## src/swp_pkg.sv

```systemverilog
// Shared types and constants for the sphere wall push-out block.
// No dependencies; imported by every module of the block but swp_ram.
`default_nettype none

package swp_pkg;

    // default configuration
    localparam int MAX_WALLS_DEF    = 1024;
    localparam int THICKNESS_DEF    = 26;

    // grid geometry in Q8.8
    localparam int CELL_SH          = 8;
    localparam int CELL_Q8          = 1 << CELL_SH;
    localparam int HEIGHT_Q8        = 256;

    // internal coordinate width: covers the maze plus thickness and radius
    localparam int PW               = 18;
    // radius field width; a gap of 2**RW or more can never be a hit
    localparam int RW               = 9;

    // stored wall: cell_x [5:0], cell_y [11:6], side [13:12]
    localparam int CXW              = 6;
    localparam int ENTRY_W          = 14;

    // action codes
    localparam logic [1:0] ACT_CLEAR   = 2'd0;
    localparam logic [1:0] ACT_ADD     = 2'd1;
    localparam logic [1:0] ACT_RESOLVE = 2'd2;

    // side codes
    localparam logic [1:0] SIDE_N   = 2'd0;
    localparam logic [1:0] SIDE_S   = 2'd1;
    localparam logic [1:0] SIDE_W   = 2'd2;
    localparam logic [1:0] SIDE_E   = 2'd3;

    typedef struct packed {
        logic signed [PW-1:0] x0;
        logic signed [PW-1:0] x1;
        logic signed [PW-1:0] z0;
        logic signed [PW-1:0] z1;
    } box_t;

    typedef struct packed {
        logic start;   // load a new sphere
        logic eval;    // a decoded box is present
    } push_ctl_t;

endpackage

`default_nettype wire

```

## src/swp_box_decode.sv

```systemverilog
// Registered decode of a stored wall entry into its x/z box bounds.
// Depends on swp_pkg.
`default_nettype none

module swp_box_decode #(
    parameter int THICKNESS_Q8 = swp_pkg::THICKNESS_DEF
) (
    input  wire logic                         clk,
    input  wire logic [swp_pkg::ENTRY_W-1:0]  entry,
    output swp_pkg::box_t                     box
);

    import swp_pkg::*;

    localparam logic signed [PW-1:0] T_Q = PW'(THICKNESS_Q8);
    localparam logic signed [PW-1:0] C_Q = PW'(CELL_Q8);

    logic signed [PW-1:0] fx;
    logic signed [PW-1:0] fz;
    logic [1:0]           side;
    box_t                 box_next;
    box_t                 box_reg;

    always_comb
    begin
        fx   = signed'(PW'(entry[CXW-1:0]) << CELL_SH);
        fz   = signed'(PW'(entry[2*CXW-1:CXW]) << CELL_SH);
        side = entry[ENTRY_W-1:2*CXW];
        case (side)
            SIDE_N:
            begin
                box_next.x0 = fx;
                box_next.x1 = fx + C_Q;
                box_next.z0 = fz - T_Q;
                box_next.z1 = fz;
            end
            SIDE_S:
            begin
                box_next.x0 = fx;
                box_next.x1 = fx + C_Q;
                box_next.z0 = fz + C_Q;
                box_next.z1 = fz + C_Q + T_Q;
            end
            SIDE_W:
            begin
                box_next.x0 = fx - T_Q;
                box_next.x1 = fx;
                box_next.z0 = fz;
                box_next.z1 = fz + C_Q;
            end
            default:
            begin
                box_next.x0 = fx + C_Q;
                box_next.x1 = fx + C_Q + T_Q;
                box_next.z0 = fz;
                box_next.z1 = fz + C_Q;
            end
        endcase
    end

    always_ff @(posedge clk)
    begin
        box_reg <= box_next;
    end

    assign box = box_reg;

endmodule

`default_nettype wire

```

## config.mk

```make
export PLATFORM = sky130hd
export DESIGN_NAME = swp_box_decode
export DESIGN_NICKNAME = d
export VERILOG_FILES = /design/src/swp_pkg.sv /design/src/swp_box_decode.sv
export SDC_FILE = /design/constraint.sdc
export NUM_CORES = 1
export LEC_CHECK = 0
export ABC_AREA = 1
export BUFFER_PORTS_ARGS = -buffer_cell sky130_fd_sc_hd__buf_2
export CORE_MARGIN = 4
export CORE_UTILIZATION = 45
export CTS_CLUSTER_SIZE = 28
export DETAILED_ROUTE_END_ITERATION = 8
export GPL_TIMING_DRIVEN = 0
export PLACE_DENSITY = 0.9
export SYNTH_ARGS = -nofsm -noshare
export SYNTH_HDL_FRONTEND = slang
export SYNTH_SLANG_ARGS = --single-unit
```

## constraint.sdc

```tcl
create_clock -name clk -period 1.29 [get_ports clk]
set_input_delay 0.0645 -clock clk [delete_from_list [all_inputs] [get_ports clk]]
set_output_delay 0.0645 -clock clk [all_outputs]
set_load 0.1 [all_outputs]
```

==> results.txt <==
Status -> complete, no violations
Adder-Cell Fraction of Synth Area -> 2.89%
M1 GR Usage -> 16.2%
Post-synth top flop -> dfxtp_1
First-pass GRT wire length -> 6370 um
Via Count -> 1693
Setup Viol. Count Final -> 0
DP Worst Slack -> -0.0114 ns
Vias in the first global route -> 1628
Final non-filler cell total -> 371
Met3 GRT Util -> 6.19%
CTS tree -> yes
Top cell type's share of synthesized area -> 39.4%
Post-synth EDFFs -> 0
Antenna Cells -> 0
Vias per cell -> 4.56
# H-tree levels -> 2
Highest Clock Rate -> 0.825 GHz
Share of synthesized registers carrying an async set or reset -> 0%
Worst endpoint required time -> 1.23 ns
Xor/xnor share of the synthesized area -> 2.03%
M2 GR Usage -> 27.1%
Seq pwr share -> 34.0%
Max FO, Critical Path -> 5
Root Buffer -> clkbuf_8
Reg clk slew, reported paths -> 0.06 ns
Synth Area in Simple Gates -> 24.8%
GR peak layer -> met2
Area Overhead vs Synth -> 31.7%
Nets -> 341
Area leader, netlist -> dfxtp_1
Avg Inst Size Synth -> 7.45 um2
Global route overflow -> 0
Initial core utilization -> 46.9%
Internal power -> 1.78 mW
Initial antenna violation count -> 0
Slew Viols, Final -> 0
#FFs+latches synth -> 34
CTS Buf Count -> 5
Final hold violations -> 0
Share of cells above drive strength 1 -> 37.8%
RSZ-0062 raised after global routing -> no
Die width -> 70.0 um
Hold path cells -> 2
Gate Count Post-Synth -> 232
Pwr dens -> 1490 nW/um2
Synth cell count leaders -> nand2_1, buf_4, dfxtp_1
# hold bufs at CTS -> 0
Dpl cells -> 363
Clock buffer depth -> 2
Largest net degree at the start of global routing -> 11
Clock share of power -> 23.1%
Fin crit share -> 94.0%
Fillers -> 350
Ys Warns -> 0
Worst vdd ir -> 0.548 mV
Row cnt -> 22
# Post-CTS Setup Buffers -> 0
Synth top area cells -> dfxtp_1, buf_4, nand2_1
Max reg flops -> 34
Post-Synthesis Cell Area -> 1730 um2
DRT iter0 DRCs -> 88
IO Port Bufs -> 62
Cell variety after synth -> 23
Pre-antenna DRT Iters -> 4
I/O Pins -> 87
Post-synthesis sequential area ratio -> 39.4%
Hpwl dp -> 3050 um
Routed wire length -> 3890 um
Mux share of post-synthesis cell area -> 0%
Die Height -> 70.0 um
Antenna-violating nets left -> 0
Max-cap violations -> 0
Number of clock sinks -> 34
Setup crit start kind -> register
Count leader, synth -> nand2_1
Combinational share of power -> 43.0%
Core area -> 3690 um2
Worst hold path class -> in2reg
Static Leakage -> 1.31 nW
Fin crit period -> 1.21 ns
Crit Path Category -> reg2out
Post_cts resized -> 0
Largest family of logic cells by synthesized area -> simple AND/OR/NAND/NOR gates
Worst setup margin -> 0.0776 ns
Crit. End Element -> output pin
Psw -> 1.62 mW
GPL Wtd Cong -> 0.896
Die ar. -> 4900 um2
Overall global routing resource usage -> 15.9%
WP data arrival -> 1.15 ns
Synth Area in Compound Gates -> 7.09%
Drt wl/cell -> 10.5 um
DRC Markers -> 0
Switching share of power -> 47.6%
==> final timing paths <==
path / start / endpoint / slack, ns
max: box[25] / box[20] / 0.08
min: entry[11] / box[34] / 0.04
==> power by group through the flow <==
stage | registers (mW) | clock network, mW | logic (mW)
2_1_floorplan | 1.79 | 0 | 0.673
3_3_place_gp | 1.18 | 0 | 1.45
3_5_place_dp | 1.18 | 0 | 1.46
4_1_cts | 1.16 | 0.804 | 1.46
5_1_grt | 1.17 | 0.847 | 1.52
6_report | 1.16 | 0.785 | 1.46
==> routing by layer <==
metal,up-vias,routed length (um)
met2,88,1850
met1,744,1570
met3,8,391
met5,-,0
li1,853,-
met4,0,72
==> layout by cell type, fill, tap and decap left out, types with 7 or more instances in the layout <==
cell,count
buf_4,38
nand3_1,24
o21ai_0,16
clkbuf_8,7
nor2_1,21
dfxtp_1,28
inv_1,24
nand2_1,42
buf_2,65
conb_1,22
==> critical path: stages, from the launching register on <==
cell,delay (ns)
dfxtp_2,0.35
buf_4,0.10
buf_2,0.41
==> kinds of logic after synthesis <==
group / after synthesis
flops: 34
fa+ha+maj: 4
compound gates: 23
other cells: 1
simple gates: 99
buf+inv: 67
xor+xnor: 4
==> layout make-up <==
type,instances,area [um2],share of cell area (%)
tap,48,60.1,2.64
inverter,25,93.8,4.12
buffer,42,314,13.8
timing repair buffer,62,310,13.6
sequential,34,688,30.2
clock inverter,1,5.00,0.220
clock buffer,7,86.3,3.79
multi-input combinational,152,719,31.6
==> through the flow <==
step	TNS, ns	utilization (%)	power (mW)	cell area, um2	hold slack, ns
finish	0	61.7	3.40	2280	0.0370
CTS	0	61.7	3.42	2280	0.0355
global route	0	61.7	3.53	2280	0.0348
detailed placement	-0.0114	59.3	2.64	2190	0.312
floorplan	0	-	2.46	1820	0.129
global placement	0	59.3	2.62	2190	0.310
(Power assumes the default switching activity.)
