<file path="src/swp_pkg.sv">
// Shared types and constants for the sphere wall push-out block.
// No dependencies; imported by every module of the block but swp_ram.
`default_nettype none

package swp_pkg;

    // default configuration
    localparam int MAX_WALLS_DEF    = 1024;
    localparam int THICKNESS_DEF    = 26;

    // grid geometry in Q8.8
    localparam int CELL_SH          = 8;
    localparam int CELL_Q8          = 1 << CELL_SH;
    localparam int HEIGHT_Q8        = 256;

    // internal coordinate width: covers the maze plus thickness and radius
    localparam int PW               = 18;
    // radius field width; a gap of 2**RW or more can never be a hit
    localparam int RW               = 9;

    // stored wall: cell_x [5:0], cell_y [11:6], side [13:12]
    localparam int CXW              = 6;
    localparam int ENTRY_W          = 14;

    // action codes
    localparam logic [1:0] ACT_CLEAR   = 2'd0;
    localparam logic [1:0] ACT_ADD     = 2'd1;
    localparam logic [1:0] ACT_RESOLVE = 2'd2;

    // side codes
    localparam logic [1:0] SIDE_N   = 2'd0;
    localparam logic [1:0] SIDE_S   = 2'd1;
    localparam logic [1:0] SIDE_W   = 2'd2;
    localparam logic [1:0] SIDE_E   = 2'd3;

    typedef struct packed {
        logic signed [PW-1:0] x0;
        logic signed [PW-1:0] x1;
        logic signed [PW-1:0] z0;
        logic signed [PW-1:0] z1;
    } box_t;

    typedef struct packed {
        logic start;   // load a new sphere
        logic eval;    // a decoded box is present
    } push_ctl_t;

endpackage

`default_nettype wire

</file>
<file path="src/swp_push_unit.sv">
// Sphere state and per-wall intersection test with push-out, one box a cycle.
// Depends on swp_pkg.
`default_nettype none

module swp_push_unit (
    input  wire logic                        clk,
    input  wire logic                        rst_n,
    input  wire swp_pkg::push_ctl_t          ctl,
    input  wire logic signed [15:0]          init_x,
    input  wire logic signed [15:0]          init_y,
    input  wire logic signed [15:0]          init_z,
    input  wire logic [swp_pkg::RW-1:0]      init_r,
    input  wire swp_pkg::box_t               box,
    output logic signed [swp_pkg::PW-1:0]    px,
    output logic signed [swp_pkg::PW-1:0]    pz,
    output logic                             hit
);

    import swp_pkg::*;

    localparam logic signed [PW-1:0] Y_LO = '0;
    localparam logic signed [PW-1:0] Y_HI = PW'(HEIGHT_Q8);

    logic signed [PW-1:0] px_reg, px_next;
    logic signed [PW-1:0] pz_reg, pz_next;
    logic signed [PW-1:0] py_reg, py_next;
    logic [RW-1:0]        r_reg, r_next;
    logic [2*RW-1:0]      r2_reg, r2_next;
    logic                 hit_reg, hit_next;

    logic [RW:0]          gx, gy, gz;
    logic [2*RW+1:0]      d2;
    logic                 contact;
    logic signed [PW:0]   left, right, front, back, m;
    logic signed [PW-1:0] rs;

    // far flag on top, clipped gap magnitude below
    function automatic logic [RW:0] gap(input logic signed [PW-1:0] c,
                                        input logic signed [PW-1:0] lo,
                                        input logic signed [PW-1:0] hi);
        logic signed [PW:0] d;
        logic [PW:0]        a;
        if (c < lo)
        begin
            d = (PW+1)'(c) - (PW+1)'(lo);
        end
        else if (c > hi)
        begin
            d = (PW+1)'(c) - (PW+1)'(hi);
        end
        else
        begin
            d = '0;
        end
        a = d[PW] ? (PW+1)'(-d) : (PW+1)'(d);
        return {(|a[PW:RW]), a[RW-1:0]};
    endfunction

    always_comb
    begin
        gx = gap(px_reg, box.x0, box.x1);
        gy = gap(py_reg, Y_LO, Y_HI);
        gz = gap(pz_reg, box.z0, box.z1);
        d2 = (2*RW+2)'(gx[RW-1:0] * gx[RW-1:0])
           + (2*RW+2)'(gy[RW-1:0] * gy[RW-1:0])
           + (2*RW+2)'(gz[RW-1:0] * gz[RW-1:0]);
        contact = !gx[RW] && !gy[RW] && !gz[RW] && (d2 < (2*RW+2)'(r2_reg));

        left  = (PW+1)'(px_reg) - (PW+1)'(box.x0);
        right = (PW+1)'(box.x1) - (PW+1)'(px_reg);
        front = (PW+1)'(pz_reg) - (PW+1)'(box.z0);
        back  = (PW+1)'(box.z1) - (PW+1)'(pz_reg);
        m = left;
        if (right < m) m = right;
        if (front < m) m = front;
        if (back < m)  m = back;
        rs = signed'(PW'(r_reg));

        px_next  = px_reg;
        pz_next  = pz_reg;
        py_next  = py_reg;
        r_next   = r_reg;
        r2_next  = r2_reg;
        hit_next = hit_reg;
        if (ctl.start)
        begin
            px_next  = PW'(init_x);
            py_next  = PW'(init_y);
            pz_next  = PW'(init_z);
            r_next   = init_r;
            r2_next  = init_r * init_r;
            hit_next = 1'b0;
        end
        else if (ctl.eval && contact)
        begin
            hit_next = 1'b1;
            // later matches override earlier ones on the same axis
            if (m == left)  px_next = box.x0 - rs;
            if (m == right) px_next = box.x1 + rs;
            if (m == front) pz_next = box.z0 - rs;
            if (m == back)  pz_next = box.z1 + rs;
        end
    end

    always_ff @(posedge clk or negedge rst_n)
    begin
        if (!rst_n)
        begin
            hit_reg <= 1'b0;
        end
        else
        begin
            hit_reg <= hit_next;
        end
    end

    always_ff @(posedge clk)
    begin
        px_reg <= px_next;
        pz_reg <= pz_next;
        py_reg <= py_next;
        r_reg  <= r_next;
        r2_reg <= r2_next;
    end

    assign px  = px_reg;
    assign pz  = pz_reg;
    assign hit = hit_reg;

endmodule

`default_nettype wire

</file>
<file path="config.mk">
export PLATFORM = sky130hd
export DESIGN_NAME = swp_push_unit
export DESIGN_NICKNAME = d
export VERILOG_FILES = /design/src/swp_pkg.sv /design/src/swp_push_unit.sv
export SDC_FILE = /design/constraint.sdc
export NUM_CORES = 1
export LEC_CHECK = 0
export ABC_AREA = 1
export BUFFER_PORTS_ARGS = -buffer_cell sky130_fd_sc_hd__buf_2
export CORE_MARGIN = 2
export CORE_UTILIZATION = 40
export DETAILED_ROUTE_END_ITERATION = 10
export PLACE_DENSITY = 0.56
export SYNTH_ARGS = -nofsm -noshare
export SYNTH_HDL_FRONTEND = slang
export SYNTH_SLANG_ARGS = --single-unit
</file>
<file path="constraint.sdc">
create_clock -name clk -period 23.6 [get_ports clk]
set_input_delay 4.72 -clock clk [delete_from_list [all_inputs] [get_ports clk]]
set_output_delay 4.72 -clock clk [all_outputs]
set_load 0.01 [all_outputs]
</file>
==> flow_results.xml, run 1 <==
<?xml version="1.0" encoding="UTF-8"?>
<metrics>
  <group name="global_route">
    <metric name="gr_met1_demand_resource" unit="%">35.5</metric>
    <metric name="grt.met3_usage" unit="%">1.93</metric>
    <metric name="grt_most_used_layer" unit="">met2</metric>
    <metric name="grt_pass1_wl" unit="microns">128000</metric>
    <metric name="grt_antenna_before_repair" unit="">2</metric>
    <metric name="grt_max_degree" unit="">55</metric>
    <metric name="groute.layer.met2.usage" unit="%">42.7</metric>
    <metric name="grt.total_usage" unit="%">25.6</metric>
    <metric name="number_of_global_route_vias_before_repair" unit="">22900</metric>
    <metric name="globalRoute.totalOverflow" unit="">0</metric>
  </group>
  <group name="route">
    <metric name="routed_via_density" unit="">5.03</metric>
    <metric name="drt-wirelength-per-cell" unit="microns">17.5</metric>
    <metric name="remaining_drc_errors" unit="">0</metric>
    <metric name="num_vias" unit="">23400</metric>
    <metric name="totalWireLength" unit="microns">81200</metric>
    <metric name="drt_first_iter_violations" unit="">1538</metric>
    <metric name="firstDrtPassIters" unit="">6</metric>
    <metric name="drtAntennaViolNets" unit="">0</metric>
  </group>
  <group name="finish">
    <metric name="finalInstanceArea" unit="sq um">27100</metric>
    <metric name="fin_nets" unit="">4483</metric>
    <metric name="syn2layout_area_growth" unit="%">7.66</metric>
    <metric name="drive_above_1_share" unit="%">6.38</metric>
    <metric name="fin_util" unit="%">43.7</metric>
  </group>
  <group name="timing">
    <metric name="max_freq" unit="MHz">56.2</metric>
    <metric name="maxSlewHeadroom" unit="%">33.1</metric>
    <metric name="final.period_utilization" unit="%">75.4</metric>
    <metric name="timing.final.crit_period" unit="ps">17800</metric>
    <metric name="finClkSkew" unit="ps">19.0</metric>
    <metric name="number_of_slew_limit_violations_in_the_final_report" unit="">0</metric>
    <metric name="setup-tns-final" unit="ps">0</metric>
    <metric name="hold_viol" unit="">0</metric>
    <metric name="finish_stage_setup_viols" unit="">0</metric>
    <metric name="grt_setup_unrepaired" unit="">no</metric>
    <metric name="slew_at_the_pin_closest_to_its_max_slew_limit" unit="ps">994</metric>
  </group>
  <group name="hold_path">
    <metric name="timing.hold.worst_path_depth" unit="">2</metric>
    <metric name="worstHoldEndpoint" unit="">hit</metric>
    <metric name="worstHoldPathType" unit="">flop to flop</metric>
    <metric name="hp-start" unit="">hit</metric>
  </group>
  <group name="synth">
    <metric name="synth_most_common_cell" unit="">sky130_fd_sc_hd__inv_1</metric>
    <metric name="yosys_register_bits" unit="">78</metric>
    <metric name="synth_cell_types" unit="">60</metric>
    <metric name="synth_ff_type" unit="">sky130_fd_sc_hd__edfxtp_1</metric>
    <metric name="syn-mean-instance-area" unit="sq um">6.82</metric>
    <metric name="synth_top_cell_area_share" unit="%">16.7</metric>
    <metric name="synthTopCellsByArea" unit="">sky130_fd_sc_hd__fa_1 17%, sky130_fd_sc_hd__ha_1 17%, sky130_fd_sc_hd__inv_1 12%</metric>
    <metric name="async_flop_share" unit="%">1.28</metric>
    <metric name="netlist_area" unit="sq um">25100</metric>
    <metric name="netlist_top_cells_count" unit="">816 x sky130_fd_sc_hd__inv_1, 785 x sky130_fd_sc_hd__nand2_1, 336 x sky130_fd_sc_hd__ha_1, 285 x sky130_fd_sc_hd__nor2_1, 226 x sky130_fd_sc_hd__nand3_1</metric>
    <metric name="synth_nets" unit="">4367</metric>
    <metric name="synthesis.yosys.warnings" unit="">0</metric>
    <metric name="synth_seq_area_share" unit="%">9.30</metric>
    <metric name="postSynthCellCount" unit="">3688</metric>
    <metric name="synth-edff-count" unit="">77</metric>
    <metric name="post-synth-top-area-cell" unit="">sky130_fd_sc_hd__fa_1</metric>
  </group>
  <group name="clocking">
    <metric name="ctsHoldBuffers" unit="">0</metric>
    <metric name="clkTransAtPathRegs" unit="ps">70</metric>
    <metric name="cts_tree" unit="">built</metric>
    <metric name="ctsLongestPathBuffers" unit="">2</metric>
    <metric name="cts.sinks" unit="">78</metric>
    <metric name="clockRootBuffer" unit="">sky130_fd_sc_hd__clkbuf_16</metric>
    <metric name="htree_levels" unit="">3</metric>
    <metric name="number_of_setup_buffers_added_after_cts" unit="">0</metric>
    <metric name="clk-insertion-delay-late" unit="ps">390</metric>
    <metric name="post_cts.resized_instances" unit="">0</metric>
    <metric name="cts_buffers" unit="">9</metric>
  </group>
  <group name="floorplanning">
    <metric name="rows" unit="">91</metric>
    <metric name="floorplan.die_area" unit="sq um">64900</metric>
    <metric name="initial_utilization" unit="%">40.6</metric>
    <metric name="fp.coreArea" unit="sq um">61900</metric>
    <metric name="die_y" unit="microns">255</metric>
    <metric name="boundaryPins" unit="">170</metric>
    <metric name="dieWidth" unit="microns">255</metric>
  </group>
  <group name="outcome">
    <metric name="run_status" unit="">finished clean</metric>
  </group>
  <group name="setup_path">
    <metric name="critical_path.max_stage_delay" unit="ps">610</metric>
    <metric name="worst_ep_required_time" unit="ps">23610</metric>
    <metric name="rr_endpoint" unit="">px[16]</metric>
    <metric name="regToRegSetupSlack" unit="ps">9720</metric>
    <metric name="slowest_stage" unit="">sky130_fd_sc_hd__inv_1</metric>
    <metric name="worstReg2RegStart" unit="">px[0]</metric>
    <metric name="buffer_and_inverter_count_on_the_worst_path" unit="">12</metric>
    <metric name="path_common_cell" unit="">sky130_fd_sc_hd__nand2_1</metric>
    <metric name="worstSetupStartpointType" unit="">input port</metric>
    <metric name="setup.worst_path.class" unit="">input port to flop</metric>
    <metric name="worst_setup_ep_type" unit="">flop</metric>
    <metric name="path_delay_family" unit="">adder cells</metric>
    <metric name="crit_arrival" unit="ps">17810</metric>
    <metric name="reg2reg_depth" unit="">62</metric>
    <metric name="critical_path.max_fanout" unit="">24</metric>
  </group>
  <group name="placed_design">
    <metric name="detailedPlacementHpwl" unit="microns">70300</metric>
    <metric name="place_area" unit="sq um">26700</metric>
    <metric name="gp_congestion" unit="">0.972</metric>
    <metric name="placement.io_buffers" unit="">169</metric>
  </group>
  <group name="job">
    <metric name="cap_viol_max_count" unit="">0</metric>
  </group>
</metrics>
-- how the worst max path moves through the flow --
stage / startpoint / to / slack [ps] / depth (start not counted)
3_5_place_dp: box[68] / px[2] / 5530 / 63
5_1_grt: box[69] / px[14] / 4500 / 61
6_report: box[68] / px[16] / 5800 / 63
2_1_floorplan: box[2] / pz[0] / 7470 / 60
3_3_place_gp: box[64] / px[15] / 5790 / 63
4_1_cts: box[2] / px[16] / 5910 / 57
-- cells in the final DEF (no fill, tap or decap), types with 32 or more instances in the layout --
master                     instances
sky130_fd_sc_hd__inv_1           815
sky130_fd_sc_hd__fa_1            210
sky130_fd_sc_hd__nand4_1          47
sky130_fd_sc_hd__o21ai_0         141
sky130_fd_sc_hd__a21oi_1         197
sky130_fd_sc_hd__edfxtp_1         77
sky130_fd_sc_hd__buf_2           168
sky130_fd_sc_hd__o21ai_1          36
sky130_fd_sc_hd__nand2_1         785
sky130_fd_sc_hd__nor2_1          285
sky130_fd_sc_hd__xnor2_1          45
sky130_fd_sc_hd__nand3_1         226
sky130_fd_sc_hd__nor3_1           32
sky130_fd_sc_hd__xor2_1          194
sky130_fd_sc_hd__ha_1            336
-- worst min-delay path, stage by stage, from the launching register on --
cell                      delay (ps)
sky130_fd_sc_hd__dfrtp_1         380
sky130_fd_sc_hd__inv_1           110
sky130_fd_sc_hd__a21oi_1         130
-- cells by family after synthesis --
| family | Yosys count | share of synthesized area (%) |
|---|---|---|
| flip-flops | 78 | 9.30 |
| AO/OA/AOI/OAI | 490 | 11.0 |
| AND/OR/NAND/NOR | 1432 | 24.0 |
| buffers and inverters | 902 | 13.9 |
| XOR/XNOR | 240 | 8.39 |
| adder cells (fa/ha/maj) | 546 | 33.5 |
-- metrics by stage --
stage / hold slack [ps] / setup slack, ps / cells
3_3_place_gp: 717 / 5790 / 4630
3_5_place_dp: 684 / 5530 / 4630
4_1_cts: 692 / 5910 / 4646
6_report: 686 / 5800 / 4648
2_1_floorplan: 548 / 7470 / 3688
5_1_grt: 700 / 4500 / 4647
-- per-layer routing --
metal  part of all wire [%]  routed length [microns]  vias up
met4                    2.4                     1940        0
met1                     47                    37800    10900
met2                     46                    37500      597
met3                    4.9                     3950       71
met5                      0                        0        -
li1                       -                        -    11800
-- final cells by class --
cell class | count | area (sq um)
clock buffers | 9 | 225
fillers | 6738 | 34900
multi-input cells | 2708 | 19300
repair buffers | 179 | 923
inverters | 828 | 3110
flip-flops and latches | 78 | 2340
diodes | 2 | 5.00
clock inverters | 7 | 93.8
well taps | 837 | 1050
Power of run 1 is not shown: default switching activity piles up to over one toggle a cycle in this logic, so the estimate is an artifact.
==> run 2, diff against run 1 <==
Settings changed: ABC_AREA 1 to 0.
Clock period 23.6 ns to 16.8 ns, I/O delays scaled along.
==> run 2 against run 1 <==
Against the previous run:
- synthesized cell count shrank 9.5%
- design area grew 5.9%
- sequential cell count is the same
- highest routed layer unchanged
- utilization grew 0.61 points
- die area grew 4.3%
- via count grew 4.9%
- global-route usage grew 0.59 points
- hold slack lost 29 ps
- first-iteration DRC count grew 34%
- critical endpoint is now pz[17]
- count of clock-buffer cells in the layout is the same
- clock skew grew 7.1 ps
==> flow_results.xml, run 2 <==
<?xml version="1.0" encoding="UTF-8"?>
<metrics>
  <group name="clocking">
    <metric name="clkTransAtPathRegs" unit="ps">90</metric>
    <metric name="ctsHoldBuffers" unit="">0</metric>
    <metric name="cts.sinks" unit="">78</metric>
    <metric name="cts_tree" unit="">built</metric>
    <metric name="number_of_setup_buffers_added_after_cts" unit="">0</metric>
    <metric name="ctsLongestPathBuffers" unit="">2</metric>
    <metric name="clockRootBuffer" unit="">sky130_fd_sc_hd__clkbuf_16</metric>
    <metric name="htree_levels" unit="">3</metric>
    <metric name="clk-insertion-delay-late" unit="ps">400</metric>
    <metric name="cts_buffers" unit="">9</metric>
  </group>
  <group name="global_route">
    <metric name="grt.total_usage" unit="%">26.1</metric>
    <metric name="grt_max_degree" unit="">56</metric>
    <metric name="grt_antenna_before_repair" unit="">0</metric>
    <metric name="grt_pass1_wl" unit="microns">137000</metric>
    <metric name="globalRoute.totalOverflow" unit="">0</metric>
    <metric name="number_of_global_route_vias_before_repair" unit="">24100</metric>
  </group>
  <group name="finish">
    <metric name="fin_util" unit="%">44.3</metric>
    <metric name="register_area" unit="sq um">2340</metric>
    <metric name="fill_cells" unit="">6775</metric>
    <metric name="most-common-layout-cells" unit="">586 x sky130_fd_sc_hd__inv_1, 336 x sky130_fd_sc_hd__ha_1, 215 x sky130_fd_sc_hd__nor2_1</metric>
    <metric name="n_antenna_cell" unit="">0</metric>
    <metric name="syn2layout_area_growth" unit="%">9.24</metric>
    <metric name="multiInputGateArea" unit="sq um">21300</metric>
    <metric name="fin_nets" unit="">4173</metric>
    <metric name="layout_commonest_cell" unit="">sky130_fd_sc_hd__inv_1</metric>
    <metric name="drive_above_1_share" unit="%">9.60</metric>
  </group>
  <group name="synth">
    <metric name="synth_cell_types" unit="">98</metric>
    <metric name="synth_ff_type" unit="">sky130_fd_sc_hd__edfxtp_1</metric>
    <metric name="async_flop_share" unit="%">1.28</metric>
    <metric name="netlist_area" unit="sq um">26200</metric>
    <metric name="post-synth-top-area-cell" unit="">sky130_fd_sc_hd__fa_1</metric>
    <metric name="syn-mean-instance-area" unit="sq um">7.86</metric>
    <metric name="synthesis.yosys.warnings" unit="">0</metric>
    <metric name="postSynthCellCount" unit="">3338</metric>
    <metric name="netlist_top_cells_count" unit="">586 x sky130_fd_sc_hd__inv_1, 336 x sky130_fd_sc_hd__ha_1, 215 x sky130_fd_sc_hd__nor2_1, 210 x sky130_fd_sc_hd__fa_1, 208 x sky130_fd_sc_hd__a21oi_1</metric>
    <metric name="synth_top_cell_area_share" unit="%">16.0</metric>
    <metric name="synth_most_common_cell" unit="">sky130_fd_sc_hd__inv_1</metric>
    <metric name="synth-edff-count" unit="">77</metric>
    <metric name="synthTopCellsByArea" unit="">sky130_fd_sc_hd__fa_1 16%, sky130_fd_sc_hd__ha_1 16%, sky130_fd_sc_hd__edfxtp_1 8.8%</metric>
    <metric name="synth_seq_area_share" unit="%">8.91</metric>
    <metric name="synth_nets" unit="">4017</metric>
    <metric name="yosys_register_bits" unit="">78</metric>
  </group>
  <group name="floorplanning">
    <metric name="dieWidth" unit="microns">260</metric>
    <metric name="rows" unit="">93</metric>
    <metric name="fp.coreArea" unit="sq um">64700</metric>
    <metric name="initial_utilization" unit="%">40.5</metric>
    <metric name="boundaryPins" unit="">170</metric>
    <metric name="die_y" unit="microns">260</metric>
    <metric name="floorplan.die_area" unit="sq um">67600</metric>
  </group>
  <group name="hold_path">
    <metric name="worstHoldPathType" unit="">flop to flop</metric>
  </group>
  <group name="setup_path">
    <metric name="critical_path.max_stage_delay" unit="ps">560</metric>
    <metric name="worstSetupStartpointType" unit="">input port</metric>
    <metric name="setup.worst_path.class" unit="">input port to flop</metric>
    <metric name="path_common_cell" unit="">sky130_fd_sc_hd__fa_1</metric>
    <metric name="worst_ep_required_time" unit="ps">16890</metric>
    <metric name="crit_arrival" unit="ps">16010</metric>
    <metric name="critical_path.max_fanout" unit="">18</metric>
    <metric name="worst_setup_ep_type" unit="">flop</metric>
    <metric name="slowest_stage" unit="">sky130_fd_sc_hd__fa_1</metric>
  </group>
  <group name="route">
    <metric name="remaining_drc_errors" unit="">0</metric>
    <metric name="firstDrtPassIters" unit="">5</metric>
    <metric name="routed-wl-met3" unit="microns">5490</metric>
    <metric name="routed_via_density" unit="">5.63</metric>
    <metric name="totalWireLength" unit="microns">88200</metric>
    <metric name="topRoutingLayerUsed" unit="">met4</metric>
    <metric name="drt-wirelength-per-cell" unit="microns">20.2</metric>
    <metric name="drt_first_iter_violations" unit="">2066</metric>
    <metric name="dr_wl_met2" unit="microns">40400</metric>
    <metric name="routedLengthMet1" unit="microns">39100</metric>
    <metric name="drtAntennaViolNets" unit="">0</metric>
    <metric name="num_vias" unit="">24500</metric>
  </group>
  <group name="timing">
    <metric name="finish_stage_setup_viols" unit="">0</metric>
    <metric name="timing.hold.ws" unit="ps">657</metric>
    <metric name="slew_at_the_pin_closest_to_its_max_slew_limit" unit="ps">1000</metric>
    <metric name="final.period_utilization" unit="%">94.8</metric>
    <metric name="timing.final.crit_period" unit="ps">15920</metric>
    <metric name="maxSlewHeadroom" unit="%">32.5</metric>
    <metric name="setup-tns-final" unit="ps">0</metric>
    <metric name="max_freq" unit="MHz">62.8</metric>
    <metric name="grt_setup_unrepaired" unit="">no</metric>
    <metric name="number_of_slew_limit_violations_in_the_final_report" unit="">0</metric>
    <metric name="finClkSkew" unit="ps">26.1</metric>
    <metric name="hold_viol" unit="">0</metric>
    <metric name="setup_ws" unit="ps">881</metric>
  </group>
  <group name="job">
    <metric name="cap_viol_max_count" unit="">0</metric>
  </group>
  <group name="outcome">
    <metric name="run_status" unit="">finished clean</metric>
  </group>
  <group name="placed_design">
    <metric name="gp_congestion" unit="">0.987</metric>
    <metric name="placement.io_buffers" unit="">169</metric>
    <metric name="detailedPlacementHpwl" unit="microns">74300</metric>
    <metric name="placement.setup.worst_slack" unit="ps">512</metric>
  </group>
</metrics>
[run 2: cell types whose count changed in the layout (fill, tap and decap cells not counted), moves of 70 or more]
cell                      delta
sky130_fd_sc_hd__nand3_1   -169
sky130_fd_sc_hd__nand2_1   -591
sky130_fd_sc_hd__nor2_1     -70
sky130_fd_sc_hd__inv_1     -229
sky130_fd_sc_hd__xor2_1    -135
sky130_fd_sc_hd__xnor2_1   +151
[run 2: metal layers]
metal / up-vias / track usage (%)
met5: - / 0
met4: 0 / 8.92
met3: 147 / 3.58
met2: 827 / 43.0
met1: 11700 / 35.2
li1: 11800 / -
[run 2: layout make-up]
type | count | area share (%)
multi-input combinational | 2568 | 74.2
sequential | 78 | 8.16
inverter | 591 | 7.74
timing repair buffer | 246 | 5.06
tap | 855 | 3.73
clock buffer | 9 | 0.786
clock inverter | 7 | 0.275
[run 2: cells by family after synthesis]
family / Yosys count / synth area share (%)
simple gates: 905 / 17.6
compound gates: 798 / 20.2
buf+inv: 692 / 10.1
fa+ha+maj: 546 / 32.1
xor+xnor: 256 / 8.60
flops: 78 / 8.91
mux: 63 / 2.53
[run 2: final timing paths]
kind	startpoint	to	slack, ps	cells past startpoint
max	box[30]	pz[17]	880	47
min	hit	hit	660	2
max reg2reg	pz[12]	pz[17]	3530	45
min reg2reg	hit	hit	660	2
max in group asynchronous	rst_n	hit	14010	1
min in group asynchronous	rst_n	hit	2710	1
[run 2: what timing repair did]
action | CTS | global route
gates resized for setup | 0 | 1
hold endpoints to repair | 0 | 0
setup endpoints to repair | 0 | 36
[run 2: worst max-delay path, delay by kind of cell]
kind                     cells  cell delay [ps]
AO/OA/AOI/OAI               14             3330
buffers and inverters        9             1090
XOR/XNOR                     1              410
adder cells (fa/ha/maj)     11             4840
AND/OR/NAND/NOR             12             2920
[run 2: metrics by stage]
step	instance area, sq um	cells
floorplan	26200	3338
global route	28700	4354
CTS	28700	4354
finish	28700	4354
global placement	28300	4338
detailed placement	28300	4338
Power of run 2 is left out for the same reason.
